File: src/design/dqkr_pkg.sv
`timescale 1ns / 1ps
`default_nettype none
// ----------------------------------------------------------------------------
// dqkr_pkg
// Shared types, codes and sizes of the double-ended queue with key removal.
// ----------------------------------------------------------------------------
package dqkr_pkg;

    localparam int CAPACITY = 16;
    localparam int PTR_W    = $clog2(CAPACITY);
    localparam int CNT_W    = $clog2(CAPACITY + 1);
    localparam int DATA_W   = 32;
    localparam int MODE_W   = 3;
    localparam int STATUS_W = 2;
    localparam int COUNT_W  = 5;

    localparam logic [MODE_W-1:0] MODE_PUSH_FRONT = 3'd0;
    localparam logic [MODE_W-1:0] MODE_PUSH_REAR  = 3'd1;
    localparam logic [MODE_W-1:0] MODE_POP_FRONT  = 3'd2;
    localparam logic [MODE_W-1:0] MODE_POP_REAR   = 3'd3;
    localparam logic [MODE_W-1:0] MODE_REMOVE_KEY = 3'd4;

    localparam logic [STATUS_W-1:0] STATUS_OK     = 2'd0;
    localparam logic [STATUS_W-1:0] STATUS_EMPTY  = 2'd1;
    localparam logic [STATUS_W-1:0] STATUS_FULL   = 2'd2;
    localparam logic [STATUS_W-1:0] STATUS_NO_KEY = 2'd3;

    typedef enum logic [2:0] {
        S_IDLE,
        S_EXEC,
        S_POP_WAIT,
        S_SCAN_RD,
        S_SCAN_CHK,
        S_SCAN_END,
        S_DONE
    } state_t;

    typedef struct packed {
        logic latch_item;
        logic push_front;
        logic push_rear;
        logic pop_front;
        logic pop_rear;
        logic pop_capture;
        logic set_full;
        logic set_empty;
        logic scan_init;
        logic scan_read;
        logic scan_check;
        logic scan_finish;
        logic load_out;
    } cmd_t;

    typedef struct packed {
        logic [MODE_W-1:0] mode;
        logic              full;
        logic              empty;
        logic              scan_last;
        logic              out_free;
    } sts_t;

endpackage

`default_nettype wire

File: src/design/dqkr_ram.sv
`timescale 1ns / 1ps
`default_nettype none
// ----------------------------------------------------------------------------
// dqkr_ram
// Generic single write port, single read port RAM with registered read.
// ----------------------------------------------------------------------------
module dqkr_ram #(
    parameter int  WIDTH = 32,
    parameter int  DEPTH = 16,
    localparam int AW    = $clog2(DEPTH)
) (
    input  wire logic             clk,
    input  wire logic             wr_en,
    input  wire logic [AW-1:0]    wr_addr,
    input  wire logic [WIDTH-1:0] wr_data,
    input  wire logic [AW-1:0]    rd_addr,
    output logic      [WIDTH-1:0] rd_data
);

    logic [WIDTH-1:0] mem [DEPTH];

    always_ff @(posedge clk)
    begin
        if (wr_en)
        begin
            mem[wr_addr] <= wr_data;
        end
        rd_data <= mem[rd_addr];
    end

endmodule

`default_nettype wire

File: src/design/dqkr_ctrl.sv
`timescale 1ns / 1ps
`default_nettype none
// ----------------------------------------------------------------------------
// dqkr_ctrl
// Controller state machine: sequences push, pop and key removal commands.
// ----------------------------------------------------------------------------
module dqkr_ctrl
    import dqkr_pkg::*;
(
    input  wire logic clk,
    input  wire logic rst_n,
    input  wire logic in_valid,
    output logic      in_stall,
    input  wire sts_t sts,
    output cmd_t      cmd
);

    state_t state_reg;
    state_t state_next;

    always_ff @(posedge clk or negedge rst_n)
    begin
        if (!rst_n)
        begin
            state_reg <= S_IDLE;
        end
        else
        begin
            state_reg <= state_next;
        end
    end

    always_comb
    begin
        state_next = state_reg;
        cmd        = '0;
        in_stall   = (state_reg != S_IDLE);
        case (state_reg)
            S_IDLE:
            begin
                if (in_valid)
                begin
                    cmd.latch_item = 1'b1;
                    state_next     = S_EXEC;
                end
            end
            S_EXEC:
            begin
                state_next = S_DONE;
                case (sts.mode)
                    MODE_PUSH_FRONT:
                    begin
                        cmd.set_full   = sts.full;
                        cmd.push_front = !sts.full;
                    end
                    MODE_PUSH_REAR:
                    begin
                        cmd.set_full  = sts.full;
                        cmd.push_rear = !sts.full;
                    end
                    MODE_POP_FRONT:
                    begin
                        cmd.set_empty = sts.empty;
                        cmd.pop_front = !sts.empty;
                        if (!sts.empty)
                        begin
                            state_next = S_POP_WAIT;
                        end
                    end
                    MODE_POP_REAR:
                    begin
                        cmd.set_empty = sts.empty;
                        cmd.pop_rear  = !sts.empty;
                        if (!sts.empty)
                        begin
                            state_next = S_POP_WAIT;
                        end
                    end
                    MODE_REMOVE_KEY:
                    begin
                        cmd.set_empty = sts.empty;
                        cmd.scan_init = !sts.empty;
                        if (!sts.empty)
                        begin
                            state_next = S_SCAN_RD;
                        end
                    end
                    default:
                    begin
                        state_next = S_DONE;
                    end
                endcase
            end
            S_POP_WAIT:
            begin
                cmd.pop_capture = 1'b1;
                state_next      = S_DONE;
            end
            S_SCAN_RD:
            begin
                cmd.scan_read = 1'b1;
                state_next    = S_SCAN_CHK;
            end
            S_SCAN_CHK:
            begin
                cmd.scan_check = 1'b1;
                state_next     = sts.scan_last ? S_SCAN_END : S_SCAN_RD;
            end
            S_SCAN_END:
            begin
                cmd.scan_finish = 1'b1;
                state_next      = S_DONE;
            end
            S_DONE:
            begin
                if (sts.out_free)
                begin
                    cmd.load_out = 1'b1;
                    state_next   = S_IDLE;
                end
            end
            default:
            begin
                state_next = S_IDLE;
            end
        endcase
    end

endmodule

`default_nettype wire

File: src/design/dqkr_dp.sv
`timescale 1ns / 1ps
`default_nettype none
// ----------------------------------------------------------------------------
// dqkr_dp
// Datapath: ring pointers, entry store, key scan counters and result words.
// ----------------------------------------------------------------------------
module dqkr_dp
    import dqkr_pkg::*;
(
    input  wire logic                     clk,
    input  wire logic                     rst_n,
    input  wire cmd_t                     cmd,
    output sts_t                          sts,
    input  wire logic [MODE_W-1:0]        mode,
    input  wire logic signed [DATA_W-1:0] value,
    output logic                          out_valid,
    input  wire logic                     out_stall,
    output logic [STATUS_W-1:0]           status,
    output logic signed [DATA_W-1:0]      removed_value,
    output logic [COUNT_W-1:0]            removed_count,
    output logic [COUNT_W-1:0]            length
);

    localparam logic [CNT_W:0]   CAP_EXT  = (CNT_W + 1)'(CAPACITY);
    localparam logic [PTR_W-1:0] PTR_LAST = PTR_W'(CAPACITY - 1);
    localparam logic [CNT_W-1:0] CNT_FULL = CNT_W'(CAPACITY);

    function automatic logic [PTR_W-1:0] slot(input logic [PTR_W-1:0] base,
                                              input logic [CNT_W-1:0] offset);
        logic [CNT_W:0] sum;
        sum = (CNT_W + 1)'(base) + (CNT_W + 1)'(offset);
        if (sum >= CAP_EXT)
        begin
            sum = sum - CAP_EXT;
        end
        return sum[PTR_W-1:0];
    endfunction

    logic [PTR_W-1:0]        fp_reg;
    logic [PTR_W-1:0]        fp_next;
    logic [CNT_W-1:0]        cnt_reg;
    logic [CNT_W-1:0]        cnt_next;
    logic                    out_valid_reg;
    logic                    out_valid_next;
    logic [MODE_W-1:0]       mode_reg;
    logic [DATA_W-1:0]       value_reg;
    logic [CNT_W-1:0]        idx_reg;
    logic [CNT_W-1:0]        kept_reg;
    logic [STATUS_W-1:0]     res_status_reg;
    logic [DATA_W-1:0]       res_value_reg;
    logic [CNT_W-1:0]        res_count_reg;
    logic [STATUS_W-1:0]     out_status_reg;
    logic [DATA_W-1:0]       out_value_reg;
    logic [CNT_W-1:0]        out_count_reg;
    logic [CNT_W-1:0]        out_length_reg;

    logic                    ram_we;
    logic [PTR_W-1:0]        ram_waddr;
    logic [DATA_W-1:0]       ram_wdata;
    logic [PTR_W-1:0]        ram_raddr;
    logic [DATA_W-1:0]       ram_rdata;
    logic [PTR_W-1:0]        fp_dec;
    logic [PTR_W-1:0]        fp_inc;
    logic                    keep_entry;

    dqkr_ram #(
        .WIDTH (DATA_W),
        .DEPTH (CAPACITY)
    ) u_ram (
        .clk     (clk),
        .wr_en   (ram_we),
        .wr_addr (ram_waddr),
        .wr_data (ram_wdata),
        .rd_addr (ram_raddr),
        .rd_data (ram_rdata)
    );

    assign fp_dec     = (fp_reg == '0) ? PTR_LAST : fp_reg - 1'b1;
    assign fp_inc     = (fp_reg == PTR_LAST) ? '0 : fp_reg + 1'b1;
    assign keep_entry = (ram_rdata != value_reg);

    always_comb
    begin
        ram_we    = 1'b0;
        ram_waddr = slot(fp_reg, kept_reg);
        ram_wdata = ram_rdata;
        ram_raddr = fp_reg;
        fp_next   = fp_reg;
        cnt_next  = cnt_reg;
        if (cmd.push_front)
        begin
            ram_we    = 1'b1;
            ram_waddr = fp_dec;
            ram_wdata = value_reg;
            fp_next   = fp_dec;
            cnt_next  = cnt_reg + 1'b1;
        end
        else if (cmd.push_rear)
        begin
            ram_we    = 1'b1;
            ram_waddr = slot(fp_reg, cnt_reg);
            ram_wdata = value_reg;
            cnt_next  = cnt_reg + 1'b1;
        end
        else if (cmd.pop_front)
        begin
            ram_raddr = fp_reg;
            fp_next   = fp_inc;
            cnt_next  = cnt_reg - 1'b1;
        end
        else if (cmd.pop_rear)
        begin
            ram_raddr = slot(fp_reg, cnt_reg - 1'b1);
            cnt_next  = cnt_reg - 1'b1;
        end
        else if (cmd.scan_read)
        begin
            ram_raddr = slot(fp_reg, idx_reg);
        end
        else if (cmd.scan_check)
        begin
            ram_we = keep_entry;
        end
        else if (cmd.scan_finish)
        begin
            cnt_next = kept_reg;
        end
    end

    always_comb
    begin
        out_valid_next = out_valid_reg;
        if (cmd.load_out)
        begin
            out_valid_next = 1'b1;
        end
        else if (!out_stall)
        begin
            out_valid_next = 1'b0;
        end
    end

    always_ff @(posedge clk or negedge rst_n)
    begin
        if (!rst_n)
        begin
            fp_reg        <= '0;
            cnt_reg       <= '0;
            out_valid_reg <= 1'b0;
        end
        else
        begin
            fp_reg        <= fp_next;
            cnt_reg       <= cnt_next;
            out_valid_reg <= out_valid_next;
        end
    end

    always_ff @(posedge clk)
    begin
        if (cmd.latch_item)
        begin
            mode_reg       <= mode;
            value_reg      <= value;
            res_status_reg <= STATUS_OK;
            res_value_reg  <= '0;
            res_count_reg  <= '0;
        end
        if (cmd.set_full)
        begin
            res_status_reg <= STATUS_FULL;
        end
        if (cmd.set_empty)
        begin
            res_status_reg <= STATUS_EMPTY;
        end
        if (cmd.pop_front || cmd.pop_rear)
        begin
            res_count_reg <= CNT_W'(1);
        end
        if (cmd.pop_capture)
        begin
            res_value_reg <= ram_rdata;
        end
        if (cmd.scan_init)
        begin
            idx_reg  <= '0;
            kept_reg <= '0;
        end
        if (cmd.scan_check)
        begin
            idx_reg <= idx_reg + 1'b1;
            if (keep_entry)
            begin
                kept_reg <= kept_reg + 1'b1;
            end
        end
        if (cmd.scan_finish)
        begin
            res_count_reg  <= cnt_reg - kept_reg;
            res_status_reg <= (cnt_reg == kept_reg) ? STATUS_NO_KEY : STATUS_OK;
        end
        if (cmd.load_out)
        begin
            out_status_reg <= res_status_reg;
            out_value_reg  <= res_value_reg;
            out_count_reg  <= res_count_reg;
            out_length_reg <= cnt_reg;
        end
    end

    assign sts.mode      = mode_reg;
    assign sts.full      = (cnt_reg == CNT_FULL);
    assign sts.empty     = (cnt_reg == '0);
    assign sts.scan_last = (idx_reg == cnt_reg - 1'b1);
    assign sts.out_free  = !out_valid_reg || !out_stall;

    assign out_valid     = out_valid_reg;
    assign status        = out_status_reg;
    assign removed_value = out_value_reg;
    assign removed_count = COUNT_W'(out_count_reg);
    assign length        = COUNT_W'(out_length_reg);

endmodule

`default_nettype wire

File: src/design/deque_with_key_removal.sv
`timescale 1ns / 1ps
`default_nettype none
// ----------------------------------------------------------------------------
// deque_with_key_removal
// Bounded double-ended queue of signed words with removal of all equal keys.
// ----------------------------------------------------------------------------
// One input channel (in_valid, in_stall, mode, value) and one result channel
// (out_valid, out_stall, status, removed_value, removed_count, length).
// Each input word gives exactly one result word, in order.
// Push front/rear: idle, execute and done states. Pop front/rear adds a wait
// state for the RAM read, skipped on an empty queue. Remove by key: after
// execute, a read and a check state per entry held, then an end state; an
// empty queue goes straight to done. Each entry is read from the RAM, compared
// with the key and written back if kept. Unknown modes: nothing changes.
// The input is taken only while the controller is idle; a finished result
// sits in the output register, so the next word is accepted while the
// receiver stalls. A second result waits in the datapath until the output
// register frees up, and the input stays stalled meanwhile.
// Reset empties the queue and clears out_valid; the entry RAM is not
// cleared, since only entries written earlier are ever read.
// ----------------------------------------------------------------------------
module deque_with_key_removal
    import dqkr_pkg::*;
(
    input  wire logic                     clk,
    input  wire logic                     rst_n,
    input  wire logic                     in_valid,
    output logic                          in_stall,
    input  wire logic [MODE_W-1:0]        mode,
    input  wire logic signed [DATA_W-1:0] value,
    output logic                          out_valid,
    input  wire logic                     out_stall,
    output logic [STATUS_W-1:0]           status,
    output logic signed [DATA_W-1:0]      removed_value,
    output logic [COUNT_W-1:0]            removed_count,
    output logic [COUNT_W-1:0]            length
);

    cmd_t cmd;
    sts_t sts;

    dqkr_ctrl u_ctrl (
        .clk      (clk),
        .rst_n    (rst_n),
        .in_valid (in_valid),
        .in_stall (in_stall),
        .sts      (sts),
        .cmd      (cmd)
    );

    dqkr_dp u_dp (
        .clk           (clk),
        .rst_n         (rst_n),
        .cmd           (cmd),
        .sts           (sts),
        .mode          (mode),
        .value         (value),
        .out_valid     (out_valid),
        .out_stall     (out_stall),
        .status        (status),
        .removed_value (removed_value),
        .removed_count (removed_count),
        .length        (length)
    );

`ifndef SYNTHESIS
    a_busy_after_accept: assert property (@(posedge clk) disable iff (!rst_n)
        (in_valid && !in_stall) |=> in_stall)
        else $error("input not stalled after accepting a word");

    a_empty_result: assert property (@(posedge clk) disable iff (!rst_n)
        (out_valid && status == STATUS_EMPTY) |-> (removed_count == '0 && length == '0))
        else $error("empty status with nonzero count or length");

    a_value_with_pop: assert property (@(posedge clk) disable iff (!rst_n)
        (out_valid && removed_value != '0) |-> (removed_count == COUNT_W'(1)))
        else $error("removed value without a single removal");

    a_no_key_count: assert property (@(posedge clk) disable iff (!rst_n)
        (out_valid && (status == STATUS_NO_KEY || status == STATUS_FULL))
            |-> (removed_count == '0))
        else $error("entries removed with full or no-key status");
`endif

endmodule

`default_nettype wire

File: config.mk
export PLATFORM = sky130hd
export DESIGN_NAME = deque_with_key_removal
export DESIGN_NICKNAME = d
export VERILOG_FILES = /design/src/design/dqkr_pkg.sv /design/src/design/dqkr_ram.sv /design/src/design/dqkr_ctrl.sv /design/src/design/dqkr_dp.sv /design/src/design/deque_with_key_removal.sv
export SDC_FILE = /design/constraint.sdc
export NUM_CORES = 1
export LEC_CHECK = 0
export BUFFER_PORTS_ARGS = -buffer_cell sky130_fd_sc_hd__buf_2
export CORE_MARGIN = 2
export CORE_UTILIZATION = 35
export CTS_CLUSTER_DIAMETER = 200
export DETAILED_ROUTE_END_ITERATION = 12
export PLACE_DENSITY = 0.54
export SYNTH_ARGS = -nofsm -noshare
export SYNTH_HDL_FRONTEND = slang
export SYNTH_SLANG_ARGS = --single-unit
File: constraint.sdc
create_clock -name clk -period 18.74 [get_ports clk]
set_input_delay 0.937 -clock clk [delete_from_list [all_inputs] [get_ports clk]]
set_output_delay 0.937 -clock clk [all_outputs]
set_load 0.02 [all_outputs]
* Word level (Yosys, flattened, before mapping)
Memory sizes are Yosys's and may differ from the RTL's. A register that Yosys moved wholly into a read port is not among the register bits. Cells that the tools add are included. W data, S select, Z words.
Storage, ports and cells: register bits 141, RAM bits 512, bits of input ports 39, output and inout port bits 46, logic and storage cells 154, memories 1
Memories:
- u_dp.u_ram.mem | depth 16, width 32, rd ports 1, clocked after memory_dff 1, write ports 1, line dqkr_ram.sv:20 | logic [WIDTH-1:0] mem [DEPTH];
Operators by class: add/subtract/negate cells 15, magnitude comparators 4, equality and inequality tests 21, multiplexer cells 74, reduce and logical (&&, ||, !) cells 24
Operators by type and width (count):
- $mux W32 | 4
- $mux W5 | 15
- $mux W4 | 17
- $ne A32 B32 Y1 | 1
- $mux W1 | 25
- $add A4 B5 Y6 | 4
- $ge A6 B5 Y1 const B | 4
- $sub A4 B1 Y4 const B | 5
- $mux W3 | 6
- $pmux W3 S6 | 1
- $add A5 B1 Y5 const B | 3
- $eq A3 B2 Y1 const B | 4
- $eq A3 B3 Y1 const B | 4
- $eq A5 B5 Y1 | 2
- $mux W2 | 5
- $ne A5 B1 Y1 const B | 2
- $eq A3 B1 Y1 const B | 2
- $logic_not A3 Y1 | 2
- $pmux W3 S2 | 1
- $reduce_bool A2 Y1 | 3
- $reduce_bool A3 Y1 | 2
- $reduce_or A2 Y1 | 3
- $eq A5 B5 Y1 const B | 1
- $logic_not A5 Y1 | 1
- other kinds (14) | 21

* Logic depth before layout (Yosys ltp)
depth after elaboration 10, depth in mapped cells 15, mapped depth without buffers 15

* By module
A second synthesis with hierarchy kept.
Second synthesis, totals: cells, all modules 1423, area, all modules 26679.3 µm²
Modules (own cells, without submodules):
- dqkr_ram | times used 1, cells an instance 838, area an instance 19835.3 µm², sequential area each 16015.4 µm²
- dqkr_dp | times used 1, cells an instance 542, area an instance 6526.3 µm², sequential area each 4043.9 µm²
- dqkr_ctrl | times used 1, cells an instance 43, area an instance 317.8 µm², sequential area each 75.1 µm²

* Worst setup path after synthesis
OpenSTA, ideal clock, no wires.
kind register to register, start register u_ctrl.state_reg[1], end memory u_dp.u_ram.mem[0][0], enable pin, library setup time 0.468 ns, arrival time 5.908 ns, data required time 18.272 ns, slack 12.364 ns, stages on the path, launching flop included 15, path buffers 1, clock period less this slack 6.376 ns, path through dfrtp_1 buf_2 or3b_1 or3_1 nor2_1 nand2_1 mux2_2 ha_1 and3_1 a211oi_1 xnor3_1 mux2_2 mux2i_1 nand2_1 nor3b_1
Between the ends: word-level cells in the longest chain between the ends 10, elaborated cells on any way between the ends 16, those cells by class 3 x eq/ne; 13 x mux
Ends and longest elaborated chain:
- start, declared | line dqkr_ctrl.sv:18 | state_t state_reg;
- start signal, assigned | line dqkr_ctrl.sv:29 | state_reg <= state_next;
- $eq A3 B3 Y1 | line dqkr_ctrl.sv:38 | case (state_reg)
- $mux W1 | line dqkr_ctrl.sv:38
- $mux W1 | line dqkr_dp.sv:120 | else if (cmd.scan_check)
- $mux W1 | line dqkr_dp.sv:116 | else if (cmd.scan_read)
- $mux W1 | line dqkr_dp.sv:111 | else if (cmd.pop_rear)
- $mux W1 | line dqkr_dp.sv:105 | else if (cmd.pop_front)
- $mux W1 | line dqkr_dp.sv:98 | else if (cmd.push_rear)
- $mux W1 | line dqkr_dp.sv:90 | if (cmd.push_front)
- $mux W1 | line dqkr_ram.sv:24 | if (wr_en)
- $mux W1 (implied by the code) | line dqkr_ram.sv:26 | mem[wr_addr] <= wr_data;
- end, declared | line dqkr_ram.sv:20
Parallel ways exist; a longest one is shown, timed or not.

* Worst setup path after layout
start register u_ctrl.state_reg[2], end memory u_dp.u_ram.mem[7][13], enable pin
Same word-level chain as after synthesis.

==> impl_metrics.env <==
export IMPL_required_ps=18980
export IMPL_die_area_mm2=0.0801
export IMPL_path_clk_slew_ps=60
export IMPL_nets=2111
export IMPL_p_sw_mw=2.01
export IMPL_grt_max_degree=183
export IMPL_startpoint_type="flip-flop"
export IMPL_start_util_pct=35.3
export IMPL_crit_path_end_kind="flip-flop"
export IMPL_final_period_utilization_pct=30.1
export IMPL_clock_skew_ps=18.2
export IMPL_insertion_delay_ps=620
export IMPL_drt_initial_drc_count=1355
export IMPL_drt_wirelength_per_cell_um=21.2
export IMPL_grtUsageTotal_pct=16.5
export IMPL_fp_dieH_um=283
export IMPL_cts_max_path_buffers=3
export IMPL_grt_first_pass_wirelength_mm=100
export IMPL_fmax_ghz=0.177
export IMPL_synthArstFlopShare_pct=1.90
export IMPL_synth_cell_types=58
export IMPL_peakVddDrop_uv=158
export IMPL_grt_ovfl_total=0
export IMPL_worst_slew_pin_slew_ps=1110
export IMPL_timing_rr_start="u_ctrl.state_reg[2]$_DFFE_PN0P_"
export IMPL_power_share_sequential_pct=42.4
export IMPL_drv_slew=0
export IMPL_combinationalPowerShare_pct=31.7
export IMPL_place_ws_ps=13090
export IMPL_largest_reg_flops=512
export IMPL_largest_register="u_dp.u_ram.mem"
export IMPL_relSlewSlack_pct=25.8
export IMPL_fp_row_count=102
export IMPL_r2r_end="u_dp.u_ram.mem[7][13]$_DFFE_PP_"
export IMPL_hold_class="input pin to asynchronous set/reset pin"
export IMPL_status="complete, no violations"
export IMPL_area_delta_synth_final_pct=14.5
export IMPL_dp_hpwl_mm=37.3
export IMPL_cp_max_fo=40
export IMPL_core_area_mm2=0.0772
export IMPL_ant_nets=0
export IMPL_netlist_area_mm2=0.0272
export IMPL_place_inst=3010
export IMPL_synth_top_area_cell="edfxtp_1"
export IMPL_cts_buffers_inserted=74
export IMPL_rsz0062_at_grt="false"
export IMPL_synth_flop_cell="edfxtp_1"
export IMPL_layout_cells_non_filler=3144
export IMPL_cts_setup_buffers=0
export IMPL_cts_tree="yes"
export IMPL_cts_hold_buffers=0
export IMPL_power_frac_clock_pct=26.0
export IMPL_ys_ff_latch=685
export IMPL_setup_tns_ps=0
export IMPL_vias_per_cell=5.06
export IMPL_drt_wl_total_mm=66.5
export IMPL_synth_most_common_cell="edfxtp_1"
export IMPL_antenna_cells=0
export IMPL_hold_viol_final=0
export IMPL_yosys_warnings=0
export IMPL_die_w_um=283
export IMPL_p_leak_nw=10.9
export IMPL_internal_power_mw=3.56
export IMPL_gp_congestion=0.820
export IMPL_h_tree_depth=3
export IMPL_drc=0
export IMPL_drv_cap=0
export IMPL_period_minus_slack_ps=5640
export IMPL_num_io_pins=85
export IMPL_swShare_pct=36.1
export IMPL_ys_top_cells_by_area="edfxtp_1, nand2_1, nand3_1"
export IMPL_avgSynthCellArea_um2=13.8
export IMPL_grt_pass1_vias=15804
export IMPL_antenna_found_initial=2
export IMPL_layout_drive_gt1_share_pct=12.2
export IMPL_worstRegToRegCells=15
export IMPL_synth_fp_nets=2032
export IMPL_path_class="flip-flop to flip-flop"
export IMPL_cellPowerDensity_mw_per_mm2=178
export IMPL_port_buffers=84
export IMPL_postSynthCellCount=1967
export IMPL_finalWorstSetupSlack_ps=13100
export IMPL_fill_cells=7077
export IMPL_vias=15921
export IMPL_finalSetupViolCount=0
export IMPL_cts_resized=0
export IMPL_cts_root_buffer="clkbuf_16"
export IMPL_ys_seq_area_share_pct=73.9
export IMPL_cts_sinks=685
export IMPL_post_route_util_pct=40.4
export IMPL_dr_pass1_iters=5
export IMPL_synth_edf_count=635
export IMPL_yosysTopAreaCellShare_pct=70.0
export IMPL_timing_hold_ws_ps=245
export IMPL_synthTopCellsByCount="edfxtp_1, nand2_1, nand3_1"
export IMPL_crit_arrival_ps=5880
export IMPL_reg2reg_slack_ps=13100
## worst max-delay path, stage by stage, from the launching register on
cell and delay (ps):
dfrtp_1 520, or3b_1 470, or3_1 390, nor2_4 110, buf_4 540, nand2_1 250
mux2_2 340, ha_1 300, and3_1 190, a211oi_1 360, xnor3_1 270, mux2_2 260
mux2i_1 250, nand2_1 240, nor3b_2 200, buf_4 540
## cell type report
| type | instances | area (µm²) | share of cell area (%) |
|---|---|---|---|
| well taps | 1040 | 1300 | 4.17 |
| inverters | 22 | 82.6 | 0.265 |
| clock inverters | 35 | 368 | 1.18 |
| multi-input cells | 1157 | 6670 | 21.4 |
| repair buffers | 106 | 598 | 1.92 |
| flip-flops and latches | 685 | 20100 | 64.5 |
| clock buffers | 99 | 2050 | 6.57 |
## per-layer routing
layer	vias to the layer above	track usage, %	wire [µm]
met5	-	0	0
met4	0	6.24	2040
met3	104	2.63	3540
met2	461	26.6	31400
met1	7942	22.4	29600
li1	7414	-	-
## power groups by stage
stage	clock (mW)	combinational (mW)	sequential, mW
3_3_place_gp	0	1.75	2.38
4_1_cts	1.48	1.79	2.36
3_5_place_dp	0	1.78	2.39
2_1_floorplan	0	1.18	2.35
6_report	1.44	1.76	2.36
5_1_grt	1.54	1.94	2.39
## placed cells by master, fill, tap and decap left out, types with 7 or more instances in the layout
master	Yosys	routed
edfxtp_1	635	635
nand2_1	499	499
nand3_1	177	177
buf_2	48	84
clkbuf_16	0	76
mux2i_1	67	67
a32oi_1	64	64
xnor2_1	47	47
nand4_1	42	42
dfxtp_1	37	37
and2_1	34	34
o21ai_1	32	32
nor2_1	26	23
ha_1	22	22
inv_1	22	21
buf_4	6	21
a21oi_1	18	18
o21ai_0	18	17
clkbuf_1	48	17
clkinv_2	0	17
dfrtp_1	13	13
xor2_1	10	9
and3_2	0	8
nor3b_2	0	8
mux2_2	8	7
## worst max path at each step
| stage | startpoint | to | slack (ps) | cells past startpoint |
|---|---|---|---|---|
| 3_3_place_gp | u_ctrl.state_reg[2]$_DFFE_PN0P_ | u_dp.u_ram.mem[7][14]$_DFFE_PP_ | 13230 | 15 |
| 6_report | u_ctrl.state_reg[2]$_DFFE_PN0P_ | u_dp.u_ram.mem[7][13]$_DFFE_PP_ | 13100 | 15 |
| 5_1_grt | u_ctrl.state_reg[2]$_DFFE_PN0P_ | u_dp.u_ram.mem[4][23]$_DFFE_PP_ | 12810 | 15 |
| 2_1_floorplan | u_ctrl.state_reg[1]$_DFFE_PN0P_ | u_dp.u_ram.mem[0][0]$_DFFE_PP_ | 12360 | 14 |
| 3_5_place_dp | u_ctrl.state_reg[2]$_DFFE_PN0P_ | u_dp.u_ram.mem[7][18]$_DFFE_PP_ | 13090 | 15 |
| 4_1_cts | u_ctrl.state_reg[2]$_DFFE_PN0P_ | u_dp.u_ram.mem[7][13]$_DFFE_PP_ | 13090 | 15 |
## cells by family (layout without fill, tap and decap cells)
family                     Yosys count  after routing  synth area share, %
AOI/OAI and AO/OA                  164            164                 4.26
xor gates and xnor gates            58             58                 1.92
adders and majority gates           26             26                 1.30
buffers and inverters              125            262                 2.05
DFF                                685            685                 73.9
muxes                               77             77                 2.93
and+or+nand+nor                    832            832                 13.6
## per-stage QoR
stage	power [mW]	area (µm²)
finish	5.56	31200
global route	5.87	31200
CTS	5.62	31200
detailed placement	4.17	28800
global placement	4.13	28800
floorplan	3.53	27200
Note: power is estimated with default switching activity, not from simulation.
